## src/rtl/pvrt_pkg.sv

```systemverilog
// ----------------------------------------------------------------------------
// pvrt_pkg: shared definitions of the path vector route table
// Field widths, request codes, register indexes and the command and status
// bundles that pass between the controller and the datapath.
// ----------------------------------------------------------------------------
package pvrt_pkg;

  localparam int unsigned NODES_DEF = 16;

  localparam int unsigned ID_W   = 4;
  localparam int unsigned COST_W = 16;
  localparam int unsigned ALEN_W = 4;
  localparam int unsigned LEN_W  = 5;
  localparam int unsigned PATH_W = 64;
  localparam int unsigned CNT_W  = 5;
  localparam int unsigned REQ_W  = 3;

  localparam logic [ID_W-1:0]   MY_ID_RST = 4'd0;
  localparam logic [COST_W-1:0] INF_RST   = 16'd999;

  localparam logic [REQ_W-1:0] REQ_RESET = 3'd0;
  localparam logic [REQ_W-1:0] REQ_ADD   = 3'd1;
  localparam logic [REQ_W-1:0] REQ_ROUTE = 3'd2;
  localparam logic [REQ_W-1:0] REQ_DIE   = 3'd3;
  localparam logic [REQ_W-1:0] REQ_DUMP  = 3'd4;

  localparam logic REG_MY_ID = 1'b0;
  localparam logic REG_INF   = 1'b1;

  typedef struct packed {
    logic load_in;
    logic exec;
    logic route_wr;
    logic emit_rec;
    logic emit_empty;
    logic idx_inc;
  } cmd_t;

  typedef struct packed {
    logic [REQ_W-1:0] req;
    logic             busy;
    logic             count_zero;
    logic             cur_filled;
    logic             cur_last;
  } status_t;

endpackage

```

## src/rtl/pvrt_ctrl.sv

```systemverilog
// ----------------------------------------------------------------------------
// pvrt_ctrl: route table controller
// Sequences each request word: capture, execute, route merge and dump scan.
// ----------------------------------------------------------------------------
module pvrt_ctrl (
  input  logic              clk_i,
  input  logic              rst_ni,
  input  logic              in_valid_i,
  output logic              in_ready_o,
  input  pvrt_pkg::status_t status_i,
  output pvrt_pkg::cmd_t    cmd_o
);

  typedef enum logic [3:0] {
    S_IDLE  = 4'b0001,
    S_EXEC  = 4'b0010,
    S_ROUTE = 4'b0100,
    S_DUMP  = 4'b1000
  } state_e;

  state_e state_q, state_d;

  assign in_ready_o = (state_q == S_IDLE);

  always_comb begin
    state_d = state_q;
    cmd_o   = '0;
    unique case (state_q)
      S_IDLE: begin
        if (in_valid_i) begin
          cmd_o.load_in = 1'b1;
          state_d       = S_EXEC;
        end
      end
      S_EXEC: begin
        cmd_o.exec = 1'b1;
        if (status_i.req == pvrt_pkg::REQ_ROUTE) state_d = S_ROUTE;
        else if (status_i.req == pvrt_pkg::REQ_DUMP) state_d = S_DUMP;
        else state_d = S_IDLE;
      end
      S_ROUTE: begin
        if (!status_i.busy) begin
          cmd_o.route_wr = 1'b1;
          state_d        = S_IDLE;
        end
      end
      S_DUMP: begin
        if (status_i.count_zero) begin
          if (!status_i.busy) begin
            cmd_o.emit_empty = 1'b1;
            state_d          = S_IDLE;
          end
        end else if (status_i.cur_filled) begin
          if (!status_i.busy) begin
            cmd_o.emit_rec = 1'b1;
            if (status_i.cur_last) state_d = S_IDLE;
            else cmd_o.idx_inc = 1'b1;
          end
        end else begin
          cmd_o.idx_inc = 1'b1;
        end
      end
      default: state_d = S_IDLE;
    endcase
  end

  always_ff @(posedge clk_i or negedge rst_ni) begin
    if (!rst_ni) begin
      state_q <= S_IDLE;
    end else begin
      state_q <= state_d;
    end
  end

endmodule
```

## config.mk

```make
export PLATFORM = sky130hd
export DESIGN_NAME = pvrt_ctrl
export DESIGN_NICKNAME = d
export VERILOG_FILES = /design/src/rtl/pvrt_pkg.sv /design/src/rtl/pvrt_ctrl.sv
export SDC_FILE = /design/constraint.sdc
export NUM_CORES = 1
export LEC_CHECK = 0
export CORE_AREA = 10 10 47 49
export DETAILED_ROUTE_END_ITERATION = 8
export DIE_AREA = 0 0 57 59
export DONT_BUFFER_PORTS = 1
export PLACE_DENSITY = 0.49
export SETUP_SLACK_MARGIN = 0.02
export SLEW_MARGIN = 25
export SYNTH_ARGS = -nofsm -noshare
export SYNTH_HDL_FRONTEND = slang
export SYNTH_SLANG_ARGS = --single-unit
export TNS_END_PERCENT = 10
```

## constraint.sdc

```tcl
create_clock -name clk_i -period 1.8 [get_ports clk_i]
set_input_delay 0.18 -clock clk_i [delete_from_list [all_inputs] [get_ports clk_i]]
set_output_delay 0.18 -clock clk_i [all_outputs]
set_load 0.05 [all_outputs]
```

Yosys cells after proc, flatten, opt, wreduce, memory -nomap -nowiden

Cells that the tools add are included.

Logic and storage cells: 34
Output and inout bits: 7
Register bits after elaboration: 4
Input port bits: 10

Equality and inequality tests: 10
Reductions and logical operators: 1
Multiplexer cells: 22

Operator list:

| cell               | count |
|---|---|
| $mux 4             | 8 |
| $pmux 4 s4         | 1 |
| $mux 1             | 12 |
| $ne 3x3->1 const B | 3 |
| $eq 4x1->1 const B | 1 |
| $eq 4x2->1 const B | 1 |
| $eq 4x3->1 const B | 1 |
| $eq 4x4->1 const B | 1 |
| $reduce_and 4->1   | 1 |
| $eq 3x2->1 const B | 1 |
| $eq 3x3->1 const B | 1 |
| $mux 3             | 1 |
| $ne 2x2->1 const B | 1 |

Depth between registers and ports, before layout

Gate-level depths: netlist of run 1.

Word-level depth: 5
Mapped depth: 5
Gate-level depth less buffers: 4

Least setup slack after synthesis of run 1

Ideal clock, no wire load.

Path kind: reg-to-output
From: reg state_q[0]
To: out cmd_o[5] (netlist bit)
Setup slack: -0.554 ns
Data arrival time: 2.174 ns
Path buffers: 0
Stages on the path, launching flop included: 3
Required time: 1.620 ns
Path through: dfstp_2 > nor4b_2 > and2_1

RTL lines:

| item                     | line            | text |
|---|---|---|
| start: declaration       | pvrt_ctrl.sv:21 | `state_e state_q, state_d;` |
| start signal: assignment | pvrt_ctrl.sv:71 | `state_q <= state_d;` |
| end: declaration         | pvrt_ctrl.sv:11 | `output pvrt_pkg::cmd_t cmd_o` |

==> results of run 1 <==
-- what timing repair did --
item,CTS,global route
endpoints found under the hold margin,4,0
buffers inserted,0,4
cloned,0,0
pin swaps,0,2
hold buffers,1,0
resized for setup,2,1
endpoints found under the setup margin,1,1
-- per-layer routing --
metal	vias up	GRT usage [%]	wire length, µm	share of wire, %
met5	-	0	0	0
met4	0	5.034	14	1.4
met3	2	3.004	63	6.3
met2	8	9.922	566	56
met1	161	6.183	359	36
li1	156	-	-	-
-- critical path, stage by stage, from the launching register on --
cell and delay [ns]:
sky130_fd_sc_hd__dfrtp_2 0.44, sky130_fd_sc_hd__nor4b_4 0.34, sky130_fd_sc_hd__nand2b_2 0.12, sky130_fd_sc_hd__nor3b_2 0.19
sky130_fd_sc_hd__buf_6 0.18
-- power breakdown --
group / leakage, µW / total (µW) / internal, µW / switching (µW)
logic: 0.000162 / 297 / 135 / 162
clock network: 0.0000150 / 129 / 83.8 / 45.6
registers: 0.0000480 / 170 / 120 / 50.5
total: 0.000226 / 596 / 338 / 258
-- cells in the final DEF (no fill, tap or decap), types with 2 or more instances in the layout --
cell,instances
sky130_fd_sc_hd__and2_1,2
sky130_fd_sc_hd__xor2_1,2
sky130_fd_sc_hd__clkbuf_4,3
sky130_fd_sc_hd__nor4b_4,2
sky130_fd_sc_hd__nor2_1,4
sky130_fd_sc_hd__buf_4,7
sky130_fd_sc_hd__dfrtp_2,2
-- how the worst max path moves through the flow --
stage | end | depth (start not counted) | slack, ns
floorplan | state_q[3] | 4 | -0.33
CTS | cmd_o[2] | 4 | 0.02
detailed placement | cmd_o[2] | 4 | 0.25
finish | cmd_o[2] | 4 | 0.09
global route | cmd_o[2] | 4 | 0.03
global placement | cmd_o[2] | 4 | 0.28
-- layout make-up --
type,instances,area (µm²)
Multi-Input combinational cell,28,255.2
Tap cell,16,20.02
Sequential cell,4,103.9
Fill cell,156,898.4
Timing Repair Buffer,10,93.84
Clock buffer,4,26.28
Inverter,1,3.754
-- kinds of logic after synthesis --
kind of cell / count (synthesis) / synth area share (%)
AO/OA/AOI/OAI: 6 / 15.19
XOR/XNOR: 2 / 4.948
buffers and inverters: 2 / 3.180
flip-flops: 4 / 28.62
AND/OR/NAND/NOR: 20 / 48.06
-- through the flow --
step / util (%) / TNS [ns] / hold slack, ns / worst slack, ns
after floorplan: - / -1.003 / -0.1156 / -0.3323
after global placement: 30.71 / 0 / -0.1154 / 0.2803
after detailed placement: 30.71 / 0 / -0.1155 / 0.2474
after CTS: 33.66 / 0 / 0.06533 / 0.02407
after global routing: 35.89 / 0 / 0.08067 / 0.03041
final: 35.89 / 0 / 0.07621 / 0.09342
==> run summary, run 1 <==
number of buffers inserted during clock tree synthesis -> 3
Final Cycle Share -> 94.81%
biggest fanout along the worst timing path -> 6
number of flip-flops under the largest register name -> 4
number of DRC markers in iteration 0 -> 0
Synth-to-Final Area Change -> 42.05%
logic depth of the worst register-to-register path -> 5
pin count of the biggest net entering global routing -> 9
worst reg2reg setup slack -> 0.22 ns
worst hold path startpoint -> in_valid_i
source of the worst register-to-register timing path -> state_q[2]
initial standard-cell utilization of the core -> 25.27%
total routing resource utilization after global routing -> 6.269%
routed via count -> 327
number of endpoints with negative hold slack in the final report -> 0
Setup violations, final -> 0
fraction of the yosys area taken by sequential cells -> 28.62%
depth of the worst hold-timing path -> 1
die boundary height -> 59 µm
EDFF count, synth -> 0
Residual DRC -> 0
CTS root buffer -> sky130_fd_sc_hd__clkbuf_4
Yosys warning count -> 0
vias in the first global route -> 332
capturing element type of the critical path -> primary output
initial antenna violation count -> 0
Synth Instances -> 34
top_reg_cell synth -> sky130_fd_sc_hd__dfrtp_1
site row count -> 14
share of the synthesized area in the top cell type -> 21.20%
routability-driven placement congestion ratio -> 0.8075
post-synthesis net count -> 44
end of the worst hold path -> state_q[1]
worst-case clock buffer depth -> 2
average routed wire per standard cell -> 15.92 µm
maximum clock frequency -> 0.5860 GHz
final max-slew violation count -> 0
Port Buf Inserts -> 0
Leakage Power -> 0.0002255 µW
Mean Syn Cell Area -> 10.41 µm²
actual transition at the worst max-transition pin -> 0.5220 ns
global-route wire length before repair -> 1635 µm
power per unit of standard cell area -> 1186 mW/mm²
number of register bits inferred by synthesis -> 4
total power -> 596.5 µW
Async S/R FF share, synth -> 100.0%
most frequently used cell type in the post-synthesis netlist -> sky130_fd_sc_hd__nor2_1
total length of routed wires -> 1003 µm
top-level I/O count -> 17
largest clock skew in the final design -> 0.003464 ns
clock slew seen by the registers of the worst setup and hold paths -> 0.04 ns
number of library cell types mapped by synthesis -> 26
status -> finished clean
launching instance or port of the critical path -> state_q[2]
critical setup path kind -> reg2out
post-detailed-placement half-perimeter wirelength -> 827.5 µm
post-layout net count -> 58
diode insertion count for antenna repair -> 0
router iterations before antenna repair -> 1
CP required -> 1.62 ns
die footprint -> 0.003363 mm²
unrepaired setup endpoints after global routing -> no
horizontal die dimension -> 57 µm
worst voltage drop across the vdd grid -> 0.4958 mV
Slew Limit Headroom -> 65.17%
Setup crit start kind -> flop
final cell area excluding filler cells -> 503.0 µm²
most used standard cells in the synthesized netlist -> sky130_fd_sc_hd__nor2_1, sky130_fd_sc_hd__dfrtp_1, sky130_fd_sc_hd__and2_1, sky130_fd_sc_hd__nor4b_2, sky130_fd_sc_hd__xor2_1
number of max-cap violations -> 0
biggest registers after layout -> state_q: 4 flops
CTS tree -> yes
area of the mapped netlist -> 354.1 µm²
CTS H-Tree Depth -> 1
residual antenna-violating net count after detailed routing -> 0
top register by number of flip-flops -> state_q
DP Cell Count -> 54
core region area -> 0.001401 mm²
Placed Area -> 430.4 µm²
count of non-filler cells in the finished layout -> 63
HP Class -> in2reg
cell type with the largest total area after synthesis -> sky130_fd_sc_hd__dfrtp_1
fraction of layout instances using a drive strength above 1 -> 48.94%
drt via density -> 5.190
data arrival at the endpoint of the critical path -> 1.53 ns
Clk Latency, worst-skew pair -> 0.24 ns
worst r2r dst -> state_q[3]
most area-consuming cells after synthesis -> sky130_fd_sc_hd__dfrtp_1, sky130_fd_sc_hd__nor4b_2, sky130_fd_sc_hd__dfstp_2, sky130_fd_sc_hd__nor4b_4, sky130_fd_sc_hd__xor2_1
global-route congestion overflow total -> 0
Clock Sinks -> 4
final critical delay including setup and external delays -> 1.707 ns
Note: power is estimated with default switching activity, not from simulation.
==> run 2, diff against run 1 <==
Clock period 1.8 ns to 2.12 ns, I/O delays scaled along.
==> run summary, run 2 (same netlist as run 1, synthesis figures left out) <==
biggest registers after layout -> state_q: 4 flops
unrepaired setup endpoints after global routing -> no
top-level I/O count -> 17
CTS root buffer -> sky130_fd_sc_hd__clkbuf_4
diode insertion count for antenna repair -> 0
total setup buffers inserted after CTS -> 0
critical setup path kind -> reg2out
global-route wire length before repair -> 1600 µm
Leakage Power -> 0.0002076 µW
data arrival at the endpoint of the critical path -> 1.65 ns
capturing element type of the critical path -> primary output
Slew Limit Headroom -> 66.39%
fraction of layout instances using a drive strength above 1 -> 39.53%
global-route congestion overflow total -> 0
top register by number of flip-flops -> state_q
status -> finished clean
residual antenna-violating net count after detailed routing -> 0
depth of the worst hold-timing path -> 1
largest clock skew in the final design -> 0.004082 ns
vias in the first global route -> 331
DP Cell Count -> 54
initial standard-cell utilization of the core -> 25.27%
maximum clock frequency -> 0.5379 GHz
M1 wire length -> 317 µm
count of non-filler cells in the finished layout -> 59
worst reg2reg setup slack -> 0.59 ns
power per unit of standard cell area -> 1050 mW/mm²
WHS -> 0.1200 ns
final critical delay including setup and external delays -> 1.859 ns
horizontal die dimension -> 57 µm
uppermost routed layer -> met4
die boundary height -> 59 µm
Residual DRC -> 0
core region area -> 0.001401 mm²
routed via count -> 303
final max-slew violation count -> 0
HP Class -> in2reg
Setup crit start kind -> flop
end of the worst hold path -> state_q[1]
clock slew seen by the registers of the worst setup and hold paths -> 0.04 ns
CP required -> 1.91 ns
number of max-cap violations -> 0
Synth-to-Final Area Change -> 31.80%
CTS H-Tree Depth -> 1
die footprint -> 0.003363 mm²
total routing resource utilization after global routing -> 5.964%
number of flip-flops under the largest register name -> 4
Setup TNS -> 0 ns
average routed wire per standard cell -> 15.80 µm
Port Buf Inserts -> 0
most frequent cells in the layout -> sky130_fd_sc_hd__nor2_1, sky130_fd_sc_hd__buf_4, sky130_fd_sc_hd__clkbuf_4, sky130_fd_sc_hd__dfrtp_1
met2 wire len -> 504 µm
drt via density -> 5.136
worst-case clock buffer depth -> 2
total length of routed wires -> 932 µm
number of buffers inserted during clock tree synthesis -> 3
Clock Sinks -> 4
routed wl met3 -> 90 µm
Setup violations, final -> 0
number of DRC markers in iteration 0 -> 0
biggest fanout along the worst timing path -> 8
router iterations before antenna repair -> 1
Final Cycle Share -> 87.70%
site row count -> 14
initial antenna violation count -> 0
worst voltage drop across the vdd grid -> 0.4354 mV
logic depth of the worst register-to-register path -> 4
routability-driven placement congestion ratio -> 0.7727
worst hold path startpoint -> in_valid_i
post-layout net count -> 54
source of the worst register-to-register timing path -> state_q[3]
Clk Latency, worst-skew pair -> 0.23 ns
pin count of the biggest net entering global routing -> 9
CTS tree -> yes
actual transition at the worst max-transition pin -> 0.5038 ns
number of endpoints with negative hold slack in the final report -> 0
worst r2r dst -> state_q[3]
==> run 2: changes by cell type in the layout (fill, tap and decap cells not counted) <==
cell and delta:
sky130_fd_sc_hd__buf_4 -3, sky130_fd_sc_hd__dfrtp_1 +2, sky130_fd_sc_hd__dfrtp_2 -2, sky130_fd_sc_hd__buf_6 -1
==> run 2: cell type report <==
type,instances,area [µm²]
multi-input cells,28,255.2
clock buffers,4,26.28
repair buffers,6,60.06
flip-flops and latches,4,101.3
well taps,16,20.02
fillers,155,934.6
inverters,1,3.754
==> run 2: metal layers <==
| metal | track usage [%] | vias to the layer above |
|---|---|---|
| li1 | - | 147 |
| met1 | 5.582 | 146 |
| met2 | 9.767 | 8 |
| met3 | 3.433 | 2 |
| met4 | 4.027 | 0 |
| met5 | 0 | - |
==> run 2: how the worst max path moves through the flow <==
stage	cells past startpoint	from	endpoint
after floorplan	3	state_q[1]	cmd_o[2]
after global placement	4	state_q[3]	cmd_o[2]
after detailed placement	4	state_q[3]	cmd_o[2]
after CTS	4	state_q[3]	cmd_o[2]
after global routing	4	state_q[3]	cmd_o[2]
final	4	state_q[3]	cmd_o[2]
==> run 2: repair_timing <==
action,4_1_cts,5_1_grt
hold buffers,1,0
resized for setup,0,0
endpoints found under the hold margin,4,0
==> run 2: critical path, stage by stage, from the launching register on <==
cell and delay [ns]:
sky130_fd_sc_hd__dfrtp_1 0.53, sky130_fd_sc_hd__nor4b_4 0.34, sky130_fd_sc_hd__nand2b_2 0.13, sky130_fd_sc_hd__nor3b_2 0.20, sky130_fd_sc_hd__buf_4 0.22
==> run 2: through the flow <==
stage	power [µW]	worst slack (ns)	area, µm²	util, %
finish	490.1	0.2608	466.7	33.30
global route	519.3	0.1333	466.7	33.30
CTS	498.6	0.2392	466.7	33.30
detailed placement	391.3	0.5038	430.4	30.71
global placement	390.1	0.5583	430.4	30.71
floorplan	314.9	-0.1385	362.8	-
==> run 2: power by group <==
| part | switching (µW) | internal (µW) |
|---|---|---|
| Combinational | 133 | 111 |
| Sequential | 44.3 | 102 |
| Clock | 30.0 | 70.6 |
