## config.mk

```make
export PLATFORM = sky130hd
export DESIGN_NAME = pvrt_dp
export DESIGN_NICKNAME = d
export VERILOG_FILES = /design/src/rtl/pvrt_pkg.sv /design/src/rtl/pvrt_dp.sv
export SDC_FILE = /design/constraint.sdc
export NUM_CORES = 2
export LEC_CHECK = 0
export BUFFER_PORTS_ARGS = -buffer_cell sky130_fd_sc_hd__buf_2
export CAP_MARGIN = 20
export CORE_MARGIN = 2
export CORE_UTILIZATION = 35
export CTS_CLUSTER_SIZE = 14
export DETAILED_ROUTE_END_ITERATION = 10
export PLACE_DENSITY = 0.62
export SYNTH_ARGS = -nofsm -noshare
export SYNTH_HDL_FRONTEND = slang
export SYNTH_SLANG_ARGS = --single-unit
```

## constraint.sdc

```tcl
create_clock -name clk_i -period 7.9 [get_ports clk_i]
set_clock_uncertainty 0.2 [all_clocks]
set_input_delay 0 -clock clk_i [delete_from_list [all_inputs] [get_ports clk_i]]
set_output_delay 0 -clock clk_i [all_outputs]
set_load 0.05 [all_outputs]
```

## src/rtl/pvrt_pkg.sv

```systemverilog
// ----------------------------------------------------------------------------
// pvrt_pkg: shared definitions of the path vector route table
// Field widths, request codes, register indexes and the command and status
// bundles that pass between the controller and the datapath.
// ----------------------------------------------------------------------------
package pvrt_pkg;

  localparam int unsigned NODES_DEF = 16;

  localparam int unsigned ID_W   = 4;
  localparam int unsigned COST_W = 16;
  localparam int unsigned ALEN_W = 4;
  localparam int unsigned LEN_W  = 5;
  localparam int unsigned PATH_W = 64;
  localparam int unsigned CNT_W  = 5;
  localparam int unsigned REQ_W  = 3;

  localparam logic [ID_W-1:0]   MY_ID_RST = 4'd0;
  localparam logic [COST_W-1:0] INF_RST   = 16'd999;

  localparam logic [REQ_W-1:0] REQ_RESET = 3'd0;
  localparam logic [REQ_W-1:0] REQ_ADD   = 3'd1;
  localparam logic [REQ_W-1:0] REQ_ROUTE = 3'd2;
  localparam logic [REQ_W-1:0] REQ_DIE   = 3'd3;
  localparam logic [REQ_W-1:0] REQ_DUMP  = 3'd4;

  localparam logic REG_MY_ID = 1'b0;
  localparam logic REG_INF   = 1'b1;

  typedef struct packed {
    logic load_in;
    logic exec;
    logic route_wr;
    logic emit_rec;
    logic emit_empty;
    logic idx_inc;
  } cmd_t;

  typedef struct packed {
    logic [REQ_W-1:0] req;
    logic             busy;
    logic             count_zero;
    logic             cur_filled;
    logic             cur_last;
  } status_t;

endpackage

```

## src/rtl/pvrt_dp.sv

```systemverilog
// ----------------------------------------------------------------------------
// pvrt_dp: route table datapath
// Holds the table, the request word, the cost stage and the result register.
// ----------------------------------------------------------------------------
module pvrt_dp #(
  parameter int unsigned NODES = pvrt_pkg::NODES_DEF
) (
  input  logic                          clk_i,
  input  logic                          rst_ni,
  input  pvrt_pkg::cmd_t                cmd_i,
  output pvrt_pkg::status_t             status_o,
  input  logic [pvrt_pkg::ID_W-1:0]     my_id_i,
  input  logic [pvrt_pkg::COST_W-1:0]   inf_cost_i,
  input  logic [2:0]                    req_type_i,
  input  logic [3:0]                    src_node_i,
  input  logic [15:0]                   link_cost_i,
  input  logic [3:0]                    target_node_i,
  input  logic [15:0]                   adv_cost_i,
  input  logic [3:0]                    adv_plen_i,
  input  logic [63:0]                   adv_path_i,
  input  logic                          last_entry_i,
  output logic                          out_valid_o,
  input  logic                          out_ready_i,
  output logic                          entry_changed_o,
  output logic                          packet_changed_o,
  output logic                          record_valid_o,
  output logic [3:0]                    out_dest_o,
  output logic [3:0]                    out_hop_o,
  output logic [15:0]                   out_cost_o,
  output logic [4:0]                    out_plen_o,
  output logic [63:0]                   out_path_o,
  output logic [4:0]                    route_count_o,
  output logic                          last_result_o
);

  localparam int unsigned IW = (NODES > 1) ? $clog2(NODES) : 1;
  localparam int unsigned ID_W = pvrt_pkg::ID_W;
  localparam int unsigned COST_W = pvrt_pkg::COST_W;
  localparam int unsigned LEN_W = pvrt_pkg::LEN_W;
  localparam int unsigned PATH_W = pvrt_pkg::PATH_W;
  localparam int unsigned CNT_W = pvrt_pkg::CNT_W;

  // Request word.
  logic [2:0]        req_q;
  logic [ID_W-1:0]   sender_q, tgt_q;
  logic [COST_W-1:0] link_q, acost_q;
  logic [3:0]        alen_q;
  logic [PATH_W-1:0] apath_q, apath_m;
  logic              last_q;

  // Table.
  logic [NODES-1:0]  filled_q, filled_d;
  logic [ID_W-1:0]   hop_q [NODES];
  logic [ID_W-1:0]   hop_d [NODES];
  logic [COST_W-1:0] cost_q [NODES];
  logic [COST_W-1:0] cost_d [NODES];
  logic [LEN_W-1:0]  len_q [NODES];
  logic [LEN_W-1:0]  len_d [NODES];
  logic [PATH_W-1:0] path_q [NODES];
  logic [PATH_W-1:0] path_d [NODES];
  logic [CNT_W-1:0]  count_q, count_d;
  logic              pkt_q, pkt_d;
  logic [IW-1:0]     idx_q, idx_d;

  // Cost stage.
  logic [COST_W-1:0] ncost_q, ncost_d;
  logic              inpath_q, inpath_d;

  // Result register.
  logic              ov_q, ov_d;
  logic              o_chg_q, o_chg_d, o_pkt_q, o_pkt_d, o_rec_q, o_rec_d, o_last_q, o_last_d;
  logic [3:0]        o_dest_q, o_dest_d, o_hop_q, o_hop_d;
  logic [15:0]       o_cost_q, o_cost_d;
  logic [4:0]        o_len_q, o_len_d, o_cnt_q, o_cnt_d;
  logic [63:0]       o_path_q, o_path_d;
  logic              o_load;

  logic              tgt_ok, me_ok, take, later, differs;
  logic [IW-1:0]     tidx, me_idx;
  logic [COST_W:0]   sum;
  logic [PATH_W-1:0] npath;
  logic [LEN_W-1:0]  nlen;
  logic [CNT_W-1:0]  cnt_after;

  assign tgt_ok = {1'b0, tgt_q} < 5'(NODES);
  assign me_ok  = {1'b0, my_id_i} < 5'(NODES);
  assign tidx   = tgt_q[IW-1:0];
  assign me_idx = my_id_i[IW-1:0];

  // Only the nibbles inside the advertised length are kept.
  always_comb begin
    for (int k = 0; k < 16; k++) begin
      apath_m[4*k +: 4] = (5'(k) < {1'b0, adv_plen_i}) ? adv_path_i[4*k +: 4] : 4'd0;
    end
  end

  assign sum = {1'b0, acost_q} + {1'b0, link_q};

  always_comb begin
    inpath_d = 1'b0;
    for (int k = 0; k < 16; k++) begin
      if ((5'(k) < {1'b0, alen_q}) && (apath_q[4*k +: 4] == my_id_i)) inpath_d = 1'b1;
    end
  end

  always_comb begin
    later = 1'b0;
    for (int j = 0; j < NODES; j++) begin
      if ((IW'(j) > idx_q) && filled_q[j]) later = 1'b1;
    end
  end

  assign npath   = {apath_q[PATH_W-5:0], my_id_i};
  assign nlen    = {1'b0, alen_q} + 5'd1;
  assign differs = (cost_q[idx_q] != ncost_q) || (len_q[idx_q] != nlen) ||
                   (path_q[idx_q] != npath);
  assign take    = tgt_ok && (!filled_q[idx_q] ||
                   ((sender_q == hop_q[idx_q]) && differs) ||
                   ((ncost_q < cost_q[idx_q]) && !inpath_q));
  assign cnt_after = count_q + CNT_W'(take && !filled_q[idx_q]);

  always_comb begin
    filled_d = filled_q;
    hop_d    = hop_q;
    cost_d   = cost_q;
    len_d    = len_q;
    path_d   = path_q;
    count_d  = count_q;
    pkt_d    = pkt_q;
    idx_d    = idx_q;
    ncost_d  = ncost_q;
    o_load   = 1'b0;
    o_chg_d  = 1'b0;
    o_pkt_d  = 1'b0;
    o_rec_d  = 1'b0;
    o_dest_d = '0;
    o_hop_d  = '0;
    o_cost_d = '0;
    o_len_d  = '0;
    o_path_d = '0;
    o_cnt_d  = count_q;
    o_last_d = 1'b1;

    if (cmd_i.exec) begin
      unique case (req_q)
        pvrt_pkg::REQ_RESET: begin
          filled_d = '0;
          count_d  = '0;
          pkt_d    = 1'b0;
          if (me_ok) begin
            filled_d[me_idx] = 1'b1;
            hop_d[me_idx]    = my_id_i;
            cost_d[me_idx]   = '0;
            len_d[me_idx]    = 5'd1;
            path_d[me_idx]   = {60'd0, my_id_i};
            count_d          = 5'd1;
          end
        end
        pvrt_pkg::REQ_ADD: begin
          if (tgt_ok) begin
            count_d        = count_q + CNT_W'(!filled_q[tidx]);
            filled_d[tidx] = 1'b1;
            hop_d[tidx]    = tgt_q;
            cost_d[tidx]   = link_q;
            len_d[tidx]    = 5'd2;
            path_d[tidx]   = {56'd0, tgt_q, my_id_i};
          end
        end
        pvrt_pkg::REQ_ROUTE: begin
          ncost_d = (sum > {1'b0, inf_cost_i}) ? inf_cost_i : sum[COST_W-1:0];
          idx_d   = tidx;
        end
        pvrt_pkg::REQ_DIE: begin
          for (int i = 0; i < NODES; i++) begin
            if (filled_q[i] && (hop_q[i] == tgt_q)) cost_d[i] = inf_cost_i;
          end
        end
        pvrt_pkg::REQ_DUMP: idx_d = '0;
        default: ;
      endcase
    end

    if (cmd_i.route_wr) begin
      if (take) begin
        filled_d[idx_q] = 1'b1;
        hop_d[idx_q]    = sender_q;
        cost_d[idx_q]   = ncost_q;
        len_d[idx_q]    = nlen;
        path_d[idx_q]   = npath;
      end
      count_d  = cnt_after;
      pkt_d    = last_q ? 1'b0 : (pkt_q || take);
      o_load   = 1'b1;
      o_chg_d  = take;
      o_pkt_d  = last_q && (pkt_q || take);
      o_cnt_d  = cnt_after;
    end

    if (cmd_i.emit_rec) begin
      o_load   = 1'b1;
      o_rec_d  = 1'b1;
      o_dest_d = ID_W'(idx_q);
      o_hop_d  = hop_q[idx_q];
      o_cost_d = cost_q[idx_q];
      o_len_d  = len_q[idx_q];
      o_path_d = path_q[idx_q];
      o_last_d = !later;
    end

    if (cmd_i.emit_empty) o_load = 1'b1;

    if (cmd_i.idx_inc) idx_d = idx_q + 1'b1;
  end

  always_comb begin
    ov_d = ov_q;
    if (ov_q && out_ready_i) ov_d = 1'b0;
    if (o_load) ov_d = 1'b1;
  end

  always_ff @(posedge clk_i or negedge rst_ni) begin
    if (!rst_ni) begin
      filled_q <= '0;
      count_q  <= '0;
      pkt_q    <= 1'b0;
      idx_q    <= '0;
      ov_q     <= 1'b0;
    end else begin
      filled_q <= filled_d;
      count_q  <= count_d;
      pkt_q    <= pkt_d;
      idx_q    <= idx_d;
      ov_q     <= ov_d;
    end
  end

  always_ff @(posedge clk_i) begin
    hop_q    <= hop_d;
    cost_q   <= cost_d;
    len_q    <= len_d;
    path_q   <= path_d;
    ncost_q  <= ncost_d;
    if (cmd_i.exec) inpath_q <= inpath_d;
    if (cmd_i.load_in) begin
      req_q    <= req_type_i;
      sender_q <= src_node_i;
      link_q   <= link_cost_i;
      tgt_q    <= target_node_i;
      acost_q  <= adv_cost_i;
      alen_q   <= adv_plen_i;
      apath_q  <= apath_m;
      last_q   <= last_entry_i;
    end
    if (o_load) begin
      o_chg_q  <= o_chg_d;
      o_pkt_q  <= o_pkt_d;
      o_rec_q  <= o_rec_d;
      o_dest_q <= o_dest_d;
      o_hop_q  <= o_hop_d;
      o_cost_q <= o_cost_d;
      o_len_q  <= o_len_d;
      o_path_q <= o_path_d;
      o_cnt_q  <= o_cnt_d;
      o_last_q <= o_last_d;
    end
  end

  // The result register may be reloaded in the cycle its word is taken.
  assign status_o.req        = req_q;
  assign status_o.busy       = ov_q && !out_ready_i;
  assign status_o.count_zero = (count_q == '0);
  assign status_o.cur_filled = filled_q[idx_q];
  assign status_o.cur_last   = !later;

  assign out_valid_o      = ov_q;
  assign entry_changed_o  = o_chg_q;
  assign packet_changed_o = o_pkt_q;
  assign record_valid_o   = o_rec_q;
  assign out_dest_o       = o_dest_q;
  assign out_hop_o        = o_hop_q;
  assign out_cost_o       = o_cost_q;
  assign out_plen_o       = o_len_q;
  assign out_path_o       = o_path_q;
  assign route_count_o    = o_cnt_q;
  assign last_result_o    = o_last_q;

endmodule

```

Yosys cells after proc, flatten, opt, wreduce, memory -nomap -nowiden
Cells that the tools add are included.

Register bits after elaboration: 1678. Bits of input ports: 141. Word-level logic and storage cells: 428.

Add/subtract/negate cells: 5. Magnitude comparators: 60. Equal/unequal tests: 39. Multiplexer cells: 126. Bitwise operators: 13. Reductions and logical operators: 82.

Operators with widths (number): 1024-bit bitwise mux (3); 1024-bit 2-to-1 mux (3); 1024-bit case mux with 2 select lines (1); 64-bit demux with 4-bit select (3); 256-bit 2-to-1 mux (3); 256-bit case mux with 3 select lines (1); 256-bit bitwise mux (2); 64-bit 2-to-1 mux (8); 16-bit 2-to-1 mux (25); 256-bit AND (1); 64-bit binary-select mux with 4-bit select (1); 256-bit NOT (1); 80-bit 2-to-1 mux (3); 64-bit bitwise mux (3); 16-bit demux with 4-bit select (3); 80-bit case mux with 2 select lines (1); 64-bit AND (2); 4-bit == test (32); 64-bit NOT (2); 64-bit case mux with 2 select lines (1); 80-bit bitwise mux (1); 16-bit binary-select mux with 4-bit select (1); 64-bit != test (1); 16-bit bitwise OR (4); 45 further kinds (219).

Longest topological paths before layout
Word-level depth: 19. Gate-level depth with buffers: 31.

Worst setup path before layout
OpenSTA, ideal clock, no wires.

Kind: register to register. Start point: register idx_q[0]. End point: register hop_q[31] in the netlist's numbering. Data arrival time: 5.662 ns. Data required time: 7.579 ns. Path slack: 1.917 ns. Cell stages (with the launch flop): 32. Buffers on the path: 14. Cells stage by stage: dfrtp_1 > buf_4 > buf_6 > buf_6 > buf_6 > buf_4 > buf_4 > buf_4 > buf_2 > buf_1 > mux2i_1 > o221ai_1 > nand2_1 > nand2_1 > o221ai_1 > ha_1 > nor2b_1 > o21a_1 > o21a_1 > o21a_1 > o21a_1 > o21ai_0 > a21oi_1 > o31a_1 > buf_2 > buf_4 > a211o_1 > buf_4 > buf_12 > buf_4 > nor2_1 > a21oi_2.

RTL lines: start, declared (line pvrt_dp.sv:63) `logic [IW-1:0] idx_q, idx_d;`; start signal, assigned (line pvrt_dp.sv:232) `idx_q <= idx_d;`; end signal, assigned (line pvrt_dp.sv:238) `hop_q <= hop_d;`; end, declared (line pvrt_dp.sv:53) `logic [ID_W-1:0] hop_q [NODES];`.

==> metrics.txt <==
outcome=completed; CTS resizes=0; Netlist cell types=79; pre-CTS WS=1.32 ns; leakage=34.0 nW; drc violations=0; chip width=478 um; top post-synthesis cells by area=dfxtp_1 36%, edfxtp_1 8.7%, mux4_2 8.2%, nand2_1 7.8%, o21ai_0 7.4%; Crit Reg-Reg Endpoint=path_q[149]; Synthesis Warnings=0; initial antenna violation count=19; met1 WL=124 mm; area grow syn2layout=16.5%; via count=71.8k; H-Tree Depth=4; Worst VDD drop=0.233 mV; Fillers=21.6k; First-pass DRT Iterations=8; Max-Cap Viols=0; power density cells=365 mW/mm2; minimum clock period=6.85 ns; Worst Hold Class=input pin to flop; Post-Syn Area per Cell=8.95 um2; Mapped Cells=8772; port buffer count=246; routed wire length on met3=38.0 mm; critical path arrival=7.41 ns; clk_lat worst skew=0.87 ns; top-area cell type share of the netlist area=36.3%; routability cong.=0.938; FFs w/ async S/R, synth=1.61%; Core ar.=0.223 mm2; Tcrit/Tclk final=86.7%; CTS tree=built; Max Clk Rate=146 MHz; CTS root buf=clkbuf_16; Vias/cell=5.96; final setup margin=1.05 ns; Clock Tree Buf Depth=3; top-level port count=251; Setup violations, final=0; Met2 Routed Length=140 mm; RSZ-0062 raised after global routing=false; Die Area=0.228 mm2; HP Start=cmd_i[4]; Synth Flop Type=dfxtp_1; largest net degree at the start of global routing=139; Hold Path End=idx_q[3]; drt wl/cell=26.9 um; Worst Reg2Reg Path Length in Cells=19; GRT Residual Overflow=0; Initial Util=35.3%; Cells on Worst Hold Path=4; Post-Synthesis Cell Area=0.0785 mm2; Num CTS Buffers=182; vias in the first global route=68.9k; Post-DRT Antenna Nets=0; Least-Margin Pin Slew=1.26 ns; Crit-path slowest cell=dfrtp_4; top-count cell post-synth=nand2_1; Power, Total=0.0333 W; reg2reg start=idx_q[0]; crit path capture type=flop; Fin. Hold Viols=0; Routed WL=324 mm; area leader, netlist=dfxtp_1; Setup TNS=0 ns; Largest stage delay, worst path=0.94 ns; sequential-to-total area share from yosys stat=45.9%; Clock transition at path regs=0.06 ns; Slew Limit Fails=0; Worst Setup Path Type=flop to flop; CTS Sinks=1678; top cells by count, synth=1629 x nand2_1, 1424 x dfxtp_1, 1166 x o21ai_0; num rows=173; total track usage=27.2%; first-pass GRT wire length=464 mm; Post-Syn Nets=8972; Crit Path Max Fanout=44; share of cells above drive strength 1=13.4%; Startpoint Class=flop; Layout Nets=9099; crit path cell chain=buf_12 -> mux2i_1 -> o221ai_1 -> nand2_1 -> nand2_1 -> o221ai_1 -> ha_1 -> nand3_1 -> a311o_1 -> a2111oi_0 -> and4_1 -> nand4_1 -> nor4_1 -> a31o_1 -> buf_4 -> a211o_4 -> buf_4 -> nand3_1 -> o21ai_0; Reg2Reg Setup Slack=1.05 ns; Max Used Layer=met5; Die Span Y=478 um; Initial DRC Count=9741; HPWL Detailed=196 mm; Slew headroom=15.9%; Data required, critical path=8.46 ns; EDFF count, synth=227; synthesis-stage register bit count=1678
==> what timing repair did <==
item / 4_1_cts / 5_1_grt
endpoints found under the hold margin: 619 / 0
setup buffers: 0 / 0
setup endpoints to repair: 0 / 0
hold buffers: 309 / 0
==> cells in the final DEF (no fill, tap or decap), types with 132 or more instances in the layout <==
| cell type | count |
|---|---|
| nand2_1 | 1623 |
| dfxtp_1 | 1424 |
| o21ai_0 | 1166 |
| nor2_1 | 509 |
| a21oi_1 | 467 |
| nand3_1 | 439 |
| dlygate4sd3_1 | 308 |
| a22oi_1 | 295 |
| mux4_2 | 286 |
| buf_2 | 245 |
| mux2i_1 | 234 |
| edfxtp_1 | 227 |
| buf_4 | 188 |
| clkbuf_16 | 187 |
| xnor2_1 | 132 |
==> per-layer routing <==
metal | vias up | GRT usage, %
met3 | 1080 | 6.61
li1 | 31221 | -
met4 | 10 | 16.5
met2 | 4838 | 41.3
met1 | 34653 | 34.7
met5 | - | 0
==> cell families after synthesis <==
kind of cell | synth area share, %
fa+ha+maj | 0.963
simple gates | 15.6
buf+inv | 5.74
flops | 45.9
mux | 11.8
compound gates | 17.8
xor+xnor | 2.34
==> per-stage QoR <==
stage,hold slack (ns),utilization [%],cell area [um2],instances
6_report,0.0878,41.1,91400,12040
5_1_grt,0.110,41.1,91400,12032
4_1_cts,0.0369,41.0,91300,12026
3_5_place_dp,-0.0678,36.9,82000,11375
3_3_place_gp,-0.0765,36.8,81900,11370
2_1_floorplan,-0.496,-,78500,8772
==> sequential cells by signal, summed over array words and instances, names as in the netlist, 5 cells and up <==
| register | count |
|---|---|
| path_q | 1024 |
| cost_q | 256 |
| len_q | 80 |
| hop_q | 64 |
| out_path_o | 64 |
| apath_q | 60 |
| acost_q | 16 |
| filled_q | 16 |
| link_q | 16 |
| ncost_q | 16 |
| out_cost_o | 16 |
| count_q | 5 |
| out_plen_o | 5 |
| route_count_o | 5 |
==> worst max-delay path by stage <==
| stage | start | to | slack [ns] | depth (start not counted) |
|---|---|---|---|---|
| 3_5_place_dp | idx_q[0] | path_q[149] | 1.32 | 16 |
| 6_report | idx_q[0] | path_q[149] | 1.05 | 19 |
| 2_1_floorplan | idx_q[0] | hop_q[31] | 1.92 | 31 |
| 5_1_grt | idx_q[0] | path_q[135] | 0.95 | 19 |
| 3_3_place_gp | idx_q[0] | path_q[141] | 1.36 | 19 |
| 4_1_cts | idx_q[0] | cost_q[162] | 1.31 | 15 |
==> final cells by class <==
cell class                      instances  area [um2]  area share (%)
Multi-Input combinational cell       6143       38500            42.1
Sequential cell                      1678       36000            39.4
Timing Repair Buffer                  785        6570            7.18
Clock buffer                          271        5380            5.88
Tap cell                             2975        3720            4.07
Clock inverter                         71         845           0.924
Inverter                              109         414           0.453
Antenna cell                            8        20.0          0.0219
==> report_power, final <==
group	switching [W]	leakage [nW]	internal (W)
Clock	0.00382	3.05	0.00507
Sequential	0.00197	14.4	0.0120
Combinational	0.00625	16.6	0.00425
==> critical path, delay by kind of cell, from the launching register on <==
kind	cells	cell delay [ns]
compound gates	7	2.75
flops	1	0.94
fa+ha+maj	1	0.40
buf+inv	3	1.10
simple gates	7	1.15
mux	1	0.13
Note: power is estimated with default switching activity, not from simulation.
