[src/rtl/pvrt_pkg.sv]
// ----------------------------------------------------------------------------
// pvrt_pkg: shared definitions of the path vector route table
// Field widths, request codes, register indexes and the command and status
// bundles that pass between the controller and the datapath.
// ----------------------------------------------------------------------------
package pvrt_pkg;

  localparam int unsigned NODES_DEF = 16;

  localparam int unsigned ID_W   = 4;
  localparam int unsigned COST_W = 16;
  localparam int unsigned ALEN_W = 4;
  localparam int unsigned LEN_W  = 5;
  localparam int unsigned PATH_W = 64;
  localparam int unsigned CNT_W  = 5;
  localparam int unsigned REQ_W  = 3;

  localparam logic [ID_W-1:0]   MY_ID_RST = 4'd0;
  localparam logic [COST_W-1:0] INF_RST   = 16'd999;

  localparam logic [REQ_W-1:0] REQ_RESET = 3'd0;
  localparam logic [REQ_W-1:0] REQ_ADD   = 3'd1;
  localparam logic [REQ_W-1:0] REQ_ROUTE = 3'd2;
  localparam logic [REQ_W-1:0] REQ_DIE   = 3'd3;
  localparam logic [REQ_W-1:0] REQ_DUMP  = 3'd4;

  localparam logic REG_MY_ID = 1'b0;
  localparam logic REG_INF   = 1'b1;

  typedef struct packed {
    logic load_in;
    logic exec;
    logic route_wr;
    logic emit_rec;
    logic emit_empty;
    logic idx_inc;
  } cmd_t;

  typedef struct packed {
    logic [REQ_W-1:0] req;
    logic             busy;
    logic             count_zero;
    logic             cur_filled;
    logic             cur_last;
  } status_t;

endpackage

[src/rtl/pvrt_regs.sv]
// ----------------------------------------------------------------------------
// pvrt_regs: configuration registers
// APB-style write and read of the node id and the infinity cost.
// ----------------------------------------------------------------------------
module pvrt_regs (
  input  logic                         clk_i,
  input  logic                         rst_ni,
  input  logic                         psel,
  input  logic                         penable,
  input  logic                         pwrite,
  input  logic [2:0]                   paddr,
  input  logic [31:0]                  pwdata,
  output logic [31:0]                  prdata,
  output logic                         pready,
  output logic [pvrt_pkg::ID_W-1:0]    my_id_o,
  output logic [pvrt_pkg::COST_W-1:0]  inf_cost_o
);

  logic [pvrt_pkg::ID_W-1:0]   my_id_q, my_id_d;
  logic [pvrt_pkg::COST_W-1:0] inf_q, inf_d;
  logic                        wr_en;

  assign pready = 1'b1;
  assign wr_en  = psel && penable && pwrite;

  always_comb begin
    my_id_d = my_id_q;
    inf_d   = inf_q;
    if (wr_en) begin
      unique case (paddr[2])
        pvrt_pkg::REG_MY_ID: my_id_d = pwdata[pvrt_pkg::ID_W-1:0];
        pvrt_pkg::REG_INF:   inf_d   = pwdata[pvrt_pkg::COST_W-1:0];
        default: ;
      endcase
    end
  end

  always_comb begin
    unique case (paddr[2])
      pvrt_pkg::REG_MY_ID: prdata = {28'd0, my_id_q};
      pvrt_pkg::REG_INF:   prdata = {16'd0, inf_q};
      default:             prdata = 32'd0;
    endcase
  end

  always_ff @(posedge clk_i or negedge rst_ni) begin
    if (!rst_ni) begin
      my_id_q <= pvrt_pkg::MY_ID_RST;
      inf_q   <= pvrt_pkg::INF_RST;
    end else begin
      my_id_q <= my_id_d;
      inf_q   <= inf_d;
    end
  end

  assign my_id_o    = my_id_q;
  assign inf_cost_o = inf_q;

endmodule

[config.mk]
export PLATFORM = sky130hd
export DESIGN_NAME = pvrt_regs
export DESIGN_NICKNAME = d
export VERILOG_FILES = /design/src/rtl/pvrt_pkg.sv /design/src/rtl/pvrt_regs.sv
export SDC_FILE = /design/constraint.sdc
export NUM_CORES = 1
export LEC_CHECK = 0
export BUFFER_PORTS_ARGS = -buffer_cell sky130_fd_sc_hd__buf_2
export CORE_UTILIZATION = 40
export DETAILED_ROUTE_END_ITERATION = 6
export PLACE_DENSITY_LB_ADDON = 0.25
export SLEW_MARGIN = 20
export SYNTH_ARGS = -nofsm -noshare
export SYNTH_HDL_FRONTEND = slang
export SYNTH_SLANG_ARGS = --single-unit
export TNS_END_PERCENT = 50
[constraint.sdc]
create_clock -name clk_i -period 1.6 [get_ports clk_i]
set_clock_uncertainty 0.1 [all_clocks]
set_input_delay 0 -clock clk_i [delete_from_list [all_inputs] [get_ports clk_i]]
set_output_delay 0 -clock clk_i [all_outputs]
set_load 0.02 [all_outputs]
Word-level counts from Yosys, hierarchy flattened
Index checks and enable logic that the tools add are counted.

word-level totals
  logic and storage cells = 8
  output and inout bits = 53
  register bits after elaboration = 20
  bits of input ports = 40

cells by class
  reduce and logical (&&, ||, !) cells = 4
  mux-type cells = 1
  bitwise gates (word level) = 1

operators by type and width
  operator                             number
  one-hot mux 32 bit (2 select lines)  1
  AND reduction 2 bit                  2
  logical AND 1 bit                    2
  inverter 1 bit                       1

Logic depth before layout (Yosys ltp)
Gate-level depths: netlist of the first run.

  depth after elaboration = 3
  gate-level depth with buffers = 4
  mapped depth without buffers = 2

Worst setup path after synthesis of the first run
OpenSTA, ideal clock, no wires.

  kind = register to register
  start = register, netlist name my_id_o[0]
  end = register my_id_q, in the netlist my_id_o[0]
  buffers on the path = 0
  period minus slack after synthesis = 0.938 ns
  path slack = 0.662 ns
  library setup time = 0.125 ns
  required time = 1.375 ns
  stages on the path, launching flop included = 2
  data arrival time = 0.713 ns
  cells stage by stage = dfrtp_1 > mux2_2

RTL lines
  what                  line             source
  to (signal assigned)  pvrt_regs.sv:48  my_id_q <= pvrt_pkg::MY_ID_RST;
  to (signal assigned)  pvrt_regs.sv:51  my_id_q <= my_id_d;
  to (decl)             pvrt_regs.sv:19  logic [pvrt_pkg::ID_W-1:0] my_id_q, my_id_d;

Final worst setup path of the first run
  start = register inf_q, in the netlist inf_cost_o[2]
  end = output prdata[2]

between the ends
  longest elaborated chain between the ends = 1

RTL lines
  what                                 line             source
  from (decl)                          pvrt_regs.sv:20  logic [pvrt_pkg::COST_W-1:0] inf_q, inf_d;
  from (signal assigned)               pvrt_regs.sv:49  inf_q <= pvrt_pkg::INF_RST;
  from (signal assigned)               pvrt_regs.sv:52  inf_q <= inf_d;
  one-hot mux 32 bit (2 select lines)  pvrt_regs.sv:39  unique case (paddr[2])
  to (decl)                            pvrt_regs.sv:13  output logic [31:0] prdata,

No other way between the ends. The select of a mux whose other input is x is not followed.

==> flow_summary_export.csv, run 1 <==
group,metric,value,unit
run_status,status,"complete, no violations",
route,wirelength,2.30,mm
finish,syn_to_final_growth,39.2,%
setup_path,cp_top_family,"flip-flops",
power_and_ir_drop,switchingPower,0.625,mW
die,initial_core_util,43.0,%
setup_path,worstPathRequired,1.50,ns
timing,slew_viol_final,0,
route,first_iter_violations,1,
setup_path,worst_ep_arrival_time,1.14,ns
synth,ys_seq_area_share,47.1,%
setup_path,rr_worst_depth,1,
clocking,tritoncts,"yes",
clocking,cts_max_level,1,
grt,use_met3,3.11,%
setup_path,cp_cell_sequence,"mux2_2 > buf_2",
placement,dp.cells,163,
worst_hold_path,hold_path.class,"in2async",
finish,antennaDiodeCount,0,
die,rows,18,
finish,drive_gt1_share,61.4,%
grt,use_met2,28.6,%
clocking,path_clk_slew,0.11,ns
power_and_ir_drop,p_int,1.06,mW
power_and_ir_drop,seqPwrFrac,43.1,%
run,maxCapViolations,0,
timing,setup_slack,0.363,ns
synth,synth.top_cell.area_share,27.7,%
placement,port_buffers,57,
clocking,clock_sinks,20,
power_and_ir_drop,peakVddDrop,0.732,mV
timing,period_needed,1.24,ns
die,die_area,2920,um2
synth,synth.largest_area_cell,"dfrtp_1",
finish,nFillCells,224,
clocking,clock_path_buffers,2,
grt,antenna_found_initial,0,
route,antenna_left,0,
clocking,clkLatencyLatePin,0.29,ns
power_and_ir_drop,clkPwrFrac,13.5,%
grt,grt_usage,15.2,%
setup_path,path_depth,2,
placement,hpwl,1.48,mm
setup_path,cp_slowest_cell,"dfstp_2",
grt,grt.overflow.total,0,
synth,avgSynthCellArea,13.6,um2
clocking,root_buffer,"clkbuf_4",
setup_path,worstPathMaxFanout,3,
power_and_ir_drop,p_leak,0.807,nW
finish,final_cells,183,
timing,fin_tns_setup,0,ns
setup_path,critPathBufInv,1,
setup_path,path_class,"reg2out",
power_and_ir_drop,p_per_area,1110,nW/um2
route,via_per_inst,4.51,
clocking,post-cts-setup-buffers,0,
timing,fin_hold_ws,0.0818,ns
synth,ys_ff_latch,20,
grt,grt_util_met1,17.3,%
grt,grt_pass1_wl,3.15,mm
placement,place.gp.congestion,0.620,
finish,nets,195,
route,avgRoutedWirePerCell,12.5,um
timing,hold_viol_final,0,
synth,synthCells,80,
die,core-area,2520,um2
power_and_ir_drop,pwr-share-comb,43.4,%
timing,rsz0062_at_grt,"no",
timing,fmax,0.808,GHz
die,ios,93,
setup_path,worstSetupStartpointType,"flop",
route,drcViolationCount,0,
route,firstDrtPassIters,2,
timing,setup_viol,0,
die,fp.dieH,54.1,um
timing,timing.final.crit_share,77.3,%
route,num_vias,825,
setup_path,cp-end-kind,"output pin",
setup_path,max_stage_delay,0.56,ns
power_and_ir_drop,switching_share,37.1,%
synth,yosys_warnings,0,
grt,gr-max-usage-layer,"met2",
synth,netlist_area,1080,um2
placement,dp_slack,0.362,ns
synth,ys_types,11,
power_and_ir_drop,finalPower,1.68,mW
grt,grt_pass1_vias,707,
die,die_x,54.1,um
synth,synthTopCellsByArea,"dfrtp_1 (28%), dfstp_2 (19%), mux2_2 (15%), mux2_4 (14%), buf_4 (12%)",
clocking,numCtsBuffers,3,
grt,grt_max_degree,21,
## repair_timing
item / in CTS / in global routing
endpoints found under the hold margin: 40 / 0
endpoints found under the setup margin: 0 / 0
hold buffers: 17 / 0
gates resized for setup: 0 / 0
## logic make-up (layout without fill, tap and decap cells)
logic type / after synthesis / in the layout / synth area share [%]
multiplexers: 24 / 24 / 28.4
AND/OR/NAND/NOR: 14 / 14 / 9.69
other: 2 / 17 / 0.692
flip-flops: 20 / 20 / 47.1
buffers and inverters: 20 / 78 / 14.2
## routing by layer
layer	share of wire [%]	wire length [um]
met2	49	1130
met4	0	0
met1	41	950
met3	9.4	216
met5	0	0
## state kept, by name, summed over array words and instances (netlist names)
signal      count
my_id_o         4
inf_cost_o     16
## area by class of cell
class / instances / area (um2) / share of cell area [%]
Timing Repair Buffer: 75 / 463 / 30.7
Multi-Input combinational cell: 55 / 477 / 31.6
Sequential cell: 20 / 510 / 33.8
Tap cell: 30 / 37.5 / 2.49
Clock buffer: 3 / 22.5 / 1.49
## per-stage QoR
| stage | utilization (%) | cell area (um2) |
|---|---|---|
| finish | 59.9 | 1510 |
| global route | 59.9 | 1510 |
| CTS | 59.9 | 1510 |
| detailed placement | 52.2 | 1320 |
| global placement | 52.2 | 1320 |
| floorplan | - | 1140 |
## power by group through the flow
stage          logic, mW  registers, mW  clock network (mW)
2_1_floorplan      0.357          0.872                   0
3_3_place_gp       0.691          0.723                   0
3_5_place_dp       0.698          0.732                   0
4_1_cts            0.732          0.726               0.240
5_1_grt            0.782          0.742               0.255
6_report           0.730          0.725               0.227
## worst paths after layout
path | to | from | slack [ns]
max | prdata[2] | inf_cost_o[2] | 0.36
min | inf_cost_o[11] | rst_ni | 0.08
max reg2reg | inf_cost_o[11] | inf_cost_o[11] | 0.72
min reg2reg | inf_cost_o[13] | inf_cost_o[13] | 0.43
max in group asynchronous | inf_cost_o[7] | rst_ni | 0.99
min in group clk_i | my_id_o[3] | pwrite | 0.16
## cells in the final DEF, fill, tap and decap left out
| cell type | instances |
|---|---|
| buf_2 | 57 |
| dfrtp_1 | 12 |
| nand4_4 | 1 |
| buf_4 | 1 |
| clkbuf_4 | 3 |
| nand4b_1 | 1 |
| conb_1 | 17 |
| and2_1 | 12 |
| dfstp_2 | 8 |
| mux2_2 | 14 |
| mux2_4 | 10 |
| dlygate4sd3_1 | 17 |
## cells in the mapped netlist
library cell and instances:
mux2_2 14, and2_1 12, buf_6 2, clkbuf_1 1, conb_1 2, buf_4 17
nand4_4 1, mux2_4 10, nand4b_1 1, dfrtp_1 12, dfstp_2 8
(Power assumes the default switching activity.)
==> run 2, diff against run 1 <==
CORE_UTILIZATION = 38   (was 40)
clock period = 1.2 ns   (was 1.6 ns; I/O delays follow)
==> run 2 against run 1 <==
Effect of this change:
- hold slack got worse by 0.017 ns
- the run now ends with setup timing left
- largest power group unchanged
- highest routed layer is now met4
- count of clock-buffer cells in the layout unchanged
- final area increased by 9.6%
- via count decreased by 1.2%
- critical path depth unchanged
==> flow_summary_export.csv, run 2 (synthesis results as in run 1) <==
group,metric,value,unit
route,antenna_left,0,
setup_path,r2r_setup_slack,0.16,ns
power_and_ir_drop,switchingPower,0.873,mW
grt,grt_usage,15.3,%
setup_path,cp-end-kind,"output pin",
finish,drive_gt1_share,65.8,%
finish,antennaDiodeCount,0,
power_and_ir_drop,seqPwrFrac,36.7,%
power_and_ir_drop,p_per_area,1600,nW/um2
timing,period_needed,1.22,ns
route,wirelength,2.19,mm
clocking,numCtsBuffers,3,
timing,rsz0062_at_grt,"yes",
setup_path,worst_ep_arrival_time,1.12,ns
setup_path,cp-startpoint,"my_id_o[3]",
die,die_x,55.4,um
die,die_area,3070,um2
route,avgRoutedWirePerCell,11.6,um
finish,syn_to_final_growth,52.6,%
worst_hold_path,hold_path.class,"in2async",
grt,grt_max_degree,21,
power_and_ir_drop,switching_share,33.1,%
clocking,clock_path_buffers,2,
timing,setup_viol,7,
clocking,root_buffer,"clkbuf_4",
grt,use_met3,2.11,%
setup_path,r2r-start,"inf_cost_o[8]",
grt,grt_util_met1,16.8,%
power_and_ir_drop,p_leak,0.880,nW
timing,fin_tns_setup,-0.0459,ns
placement,place.gp.congestion,0.617,
run_status,status,"complete, but fails checks",
route,drcViolationCount,0,
timing,hold_viol_final,0,
finish,largest_register_ffs,16,
timing,setup_slack,-0.0204,ns
finish,final_cells,189,
setup_path,worstPathRequired,1.10,ns
finish,fin_util,60.5,%
clocking,path_clk_slew,0.12,ns
clocking,cts_max_level,1,
power_and_ir_drop,p_int,1.77,mW
die,core-area,2730,um2
clocking,tritoncts,"yes",
grt,gr-max-usage-layer,"met2",
grt,use_met2,29.6,%
die,initial_core_util,39.7,%
timing,slew_viol_final,0,
run_status,violations,"setup timing",
route,first_iter_violations,11,
placement,dp_slack,-0.00403,ns
route,via_per_inst,4.31,
power_and_ir_drop,finalPower,2.64,mW
power_and_ir_drop,pwr-share-comb,42.8,%
power_and_ir_drop,peakVddDrop,1.01,mV
timing,fmax,0.819,GHz
route,num_vias,815,
finish,layout_common_cells,"buf_2 (48), conb_1 (17), dlygate4sd3_1 (17)",
placement,port_buffers,57,
power_and_ir_drop,clkPwrFrac,20.4,%
run,maxCapViolations,0,
clocking,clock_sinks,20,
grt,antenna_found_initial,0,
finish,nets,199,
timing,timing.final.crit_share,102,%
clocking,clkLatencyLatePin,0.30,ns
die,fp.dieH,55.4,um
setup_path,rr_worst_depth,3,
placement,dp.cells,164,
setup_path,r2r-end,"inf_cost_o[8]",
setup_path,worstSetupStartpointType,"flop",
grt,grt_pass1_wl,3.73,mm
setup_path,path_class,"reg2out",
placement,placed_area,1320,um2
die,rows,19,
timing,fin_hold_ws,0.0650,ns
finish,final_common_cell,"buf_2",
setup_path,worstPathMaxFanout,3,
die,ios,93,
route,firstDrtPassIters,2,
grt,grt_pass1_vias,828,
finish,final_area,1660,um2
grt,grt.overflow.total,0,
[run 2: power groups by stage]
stage          combinational [mW]  sequential, mW  clock [mW]
3_3_place_gp                0.917           0.970           0
3_5_place_dp                0.926           0.979           0
5_1_grt                      1.20           0.992       0.591
2_1_floorplan               0.475            1.16           0
4_1_cts                      1.10           0.966       0.570
6_report                     1.13           0.970       0.540
[run 2: area by class of cell]
type                       instances  area, um2
fill                             234       1080
timing repair buffer              79        549
sequential                        20        510
multi-input combinational         55        504
tap                               31       38.8
clock inverter                     1       30.0
clock buffer                       3       22.5
[run 2: worst max path at each step]
stage and endpoint:
3_3_place_gp inf_cost_o[11], 6_report prdata[3], 3_5_place_dp inf_cost_o[3], 4_1_cts prdata[3], 2_1_floorplan my_id_o[0], 5_1_grt prdata[3]
[run 2: worst max-delay path, stage by stage (launching register included)]
cell and delay, ns:
dfrtp_1 0.41, mux2_4 0.28, buf_6 0.13
[run 2: timing repair]
action                                  CTS  global route
setup buffers                             3             1
gates resized for setup                  20             7
hold buffers                             17             0
hold endpoints to repair                 40             0
cloned                                    0             0
endpoints found under the setup margin    9             9
pin swaps                                 0             0
[run 2: per-layer routing]
metal  vias up  wire length [um]
met5         -                 0
met4         0                14
met3         2                84
met2        37              1220
met1       389               878
li1        387                 -
==> run 3, diff against run 2 <==
CORE_UTILIZATION = 39   (was 38)
CTS_BUF_LIST = sky130_fd_sc_hd__clkbuf_4 sky130_fd_sc_hd__clkbuf_8   (was unset)
==> run 3 against run 2 <==
Effect of this change:
- combinational power hardly changed
- sequential share of layout area is 0.62 points higher
- the flow still finishes with violations (setup timing)
- die area shrank 2.5%
- maximum frequency increased by 0.97%
- global-route usage shrank 0.30 points
- power shrank 8.9%
- largest power group unchanged
- critical path depth did not move
==> flow_summary_export.csv, run 3 (synthesis results as in run 1) <==
group,metric,value,unit
run_status,status,"complete, but fails checks",
run_status,violations,"setup timing",
power_and_ir_drop,p_per_area,1480,nW/um2
power_and_ir_drop,clkPwrFrac,12.3,%
setup_path,rr_worst_depth,2,
power_and_ir_drop,seqPwrFrac,40.2,%
route,drcViolationCount,0,
setup_path,critPathBufInv,1,
placement,placed_area,1320,um2
clocking,numCtsBuffers,3,
setup_path,r2r_setup_slack,0.20,ns
setup_path,cp_slowest_cell,"dfrtp_1",
timing,slew_viol_final,0,
route,first_iter_violations,2,
setup_path,r2r-start,"my_id_o[0]",
setup_path,worstSetupStartpointType,"flop",
timing,setup_viol,3,
worst_hold_path,hold_path.class,"in2async",
route,num_vias,830,
timing,hold_viol_final,0,
finish,syn_to_final_growth,49.6,%
placement,place.gp.congestion,0.619,
grt,grt_max_degree,21,
power_and_ir_drop,finalPower,2.41,mW
finish,largest_register_ffs,16,
timing,period_needed,1.21,ns
setup_path,r2r-end,"my_id_o[0]",
setup_path,path_class,"reg2out",
clocking,clock_path_buffers,2,
clocking,root_buffer,"clkbuf_4",
timing,timing.final.crit_share,101,%
grt,grt_pass1_vias,742,
route,wirelength,2.35,mm
clocking,path_clk_slew,0.10,ns
setup_path,worstPathMaxFanout,3,
route,avgRoutedWirePerCell,12.6,um
route,antenna_left,0,
setup_path,max_stage_delay,0.41,ns
grt,grt_pass1_wl,3.18,mm
timing,setup_slack,-0.00864,ns
clocking,clock_sinks,20,
setup_path,worst_ep_arrival_time,1.11,ns
timing,fin_tns_setup,-0.0237,ns
timing,fmax,0.827,GHz
setup_path,cp_top_family,"flip-flops",
setup_path,cp-end-kind,"output pin",
placement,port_buffers,57,
clocking,tritoncts,"yes",
route,firstDrtPassIters,2,
die,die_x,54.7,um
finish,antennaDiodeCount,0,
power_and_ir_drop,pwr-share-comb,47.6,%
setup_path,cp_cell_sequence,"mux2_4 > buf_6",
timing,fin_hold_ws,0.0808,ns
finish,drive_gt1_share,65.6,%
die,initial_core_util,42.6,%
power_and_ir_drop,switching_share,35.7,%
power_and_ir_drop,peakVddDrop,1.00,mV
die,ios,93,
finish,layout_common_cells,"buf_2 (47), conb_1 (17), dlygate4sd3_1 (17)",
power_and_ir_drop,switchingPower,0.860,mW
grt,grt_usage,15.0,%
clocking,cts_max_level,1,
die,die_area,3000,um2
setup_path,worstPathRequired,1.10,ns
die,rows,18,
power_and_ir_drop,p_leak,0.862,nW
route,via_per_inst,4.44,
finish,final_common_cell,"buf_2",
timing,rsz0062_at_grt,"yes",
grt,antenna_found_initial,0,
power_and_ir_drop,p_int,1.55,mW
finish,final_area,1620,um2
run,maxCapViolations,0,
die,fp.dieH,54.7,um
die,core-area,2540,um2
finish,nets,199,
clocking,clkLatencyLatePin,0.28,ns
grt,grt.overflow.total,0,
[run 3: cell types whose count changed in the layout (fill, tap and decap cells not counted), sizes merged]
cell    delta
bufinv     -1
[run 3: worst max-delay path by stage]
| stage | startpoint | end | slack (ns) | cells past startpoint |
|---|---|---|---|---|
| finish | my_id_o[1] | prdata[1] | -0.009 | 2 |
| global route | my_id_o[1] | prdata[1] | -0.05 | 2 |
| CTS | inf_cost_o[2] | prdata[2] | -0.01 | 2 |
| detailed placement | paddr[2] | inf_cost_o[3] | 0.005 | 3 |
| global placement | paddr[2] | inf_cost_o[10] | 0.007 | 3 |
| floorplan | my_id_o[0] | my_id_o[0] | 0.26 | 1 |
[run 3: routing by layer]
metal / GRT usage, % / part of all wire [%] / wire length (um) / up-vias
li1: - / - / - / 385
met1: 17.6 / 41 / 972 / 396
met2: 27.5 / 51 / 1190 / 49
met3: 2.78 / 7.7 / 181 / 0
met4: 3.85 / 0 / 0 / 0
met5: 0 / 0 / 0 / -
[run 3: worst reg2reg max path, stage by stage, from the launching register on]
cell	delay, ns
dfrtp_1	0.41
buf_4	0.14
mux2_2	0.25
[run 3: final cells by class]
cell class / instances / area [um2]
well taps: 30 / 37.5
repair buffers: 79 / 552
fillers: 192 / 922
multi-input cells: 55 / 500
flip-flops and latches: 20 / 510
clock buffers: 3 / 22.5
[run 3: stage by stage]
stage / util [%] / cells / worst slack, ns
after CTS: 62.0 / 186 / -0.0132
after global placement: 51.8 / 163 / 0.00682
after detailed placement: 51.8 / 163 / 0.00451
after global routing: 63.8 / 187 / -0.0505
final: 63.8 / 187 / -0.00864
after floorplan: - / 95 / 0.262
[run 3: power groups by stage]
stage / Combinational, mW / Sequential (mW) / Clock, mW
2_1_floorplan: 0.475 / 1.16 / 0
3_3_place_gp: 0.924 / 0.965 / 0
3_5_place_dp: 0.928 / 0.972 / 0
4_1_cts: 1.08 / 0.957 / 0.317
5_1_grt: 1.22 / 0.989 / 0.334
6_report: 1.15 / 0.967 / 0.295
[run 3: what timing repair did]
item / in CTS / in global routing
hold buffers: 17 / 0
endpoints found under the setup margin: 9 / 9
hold endpoints to repair: 40 / 0
buffers inserted: 3 / 1
gates resized for setup: 15 / 12
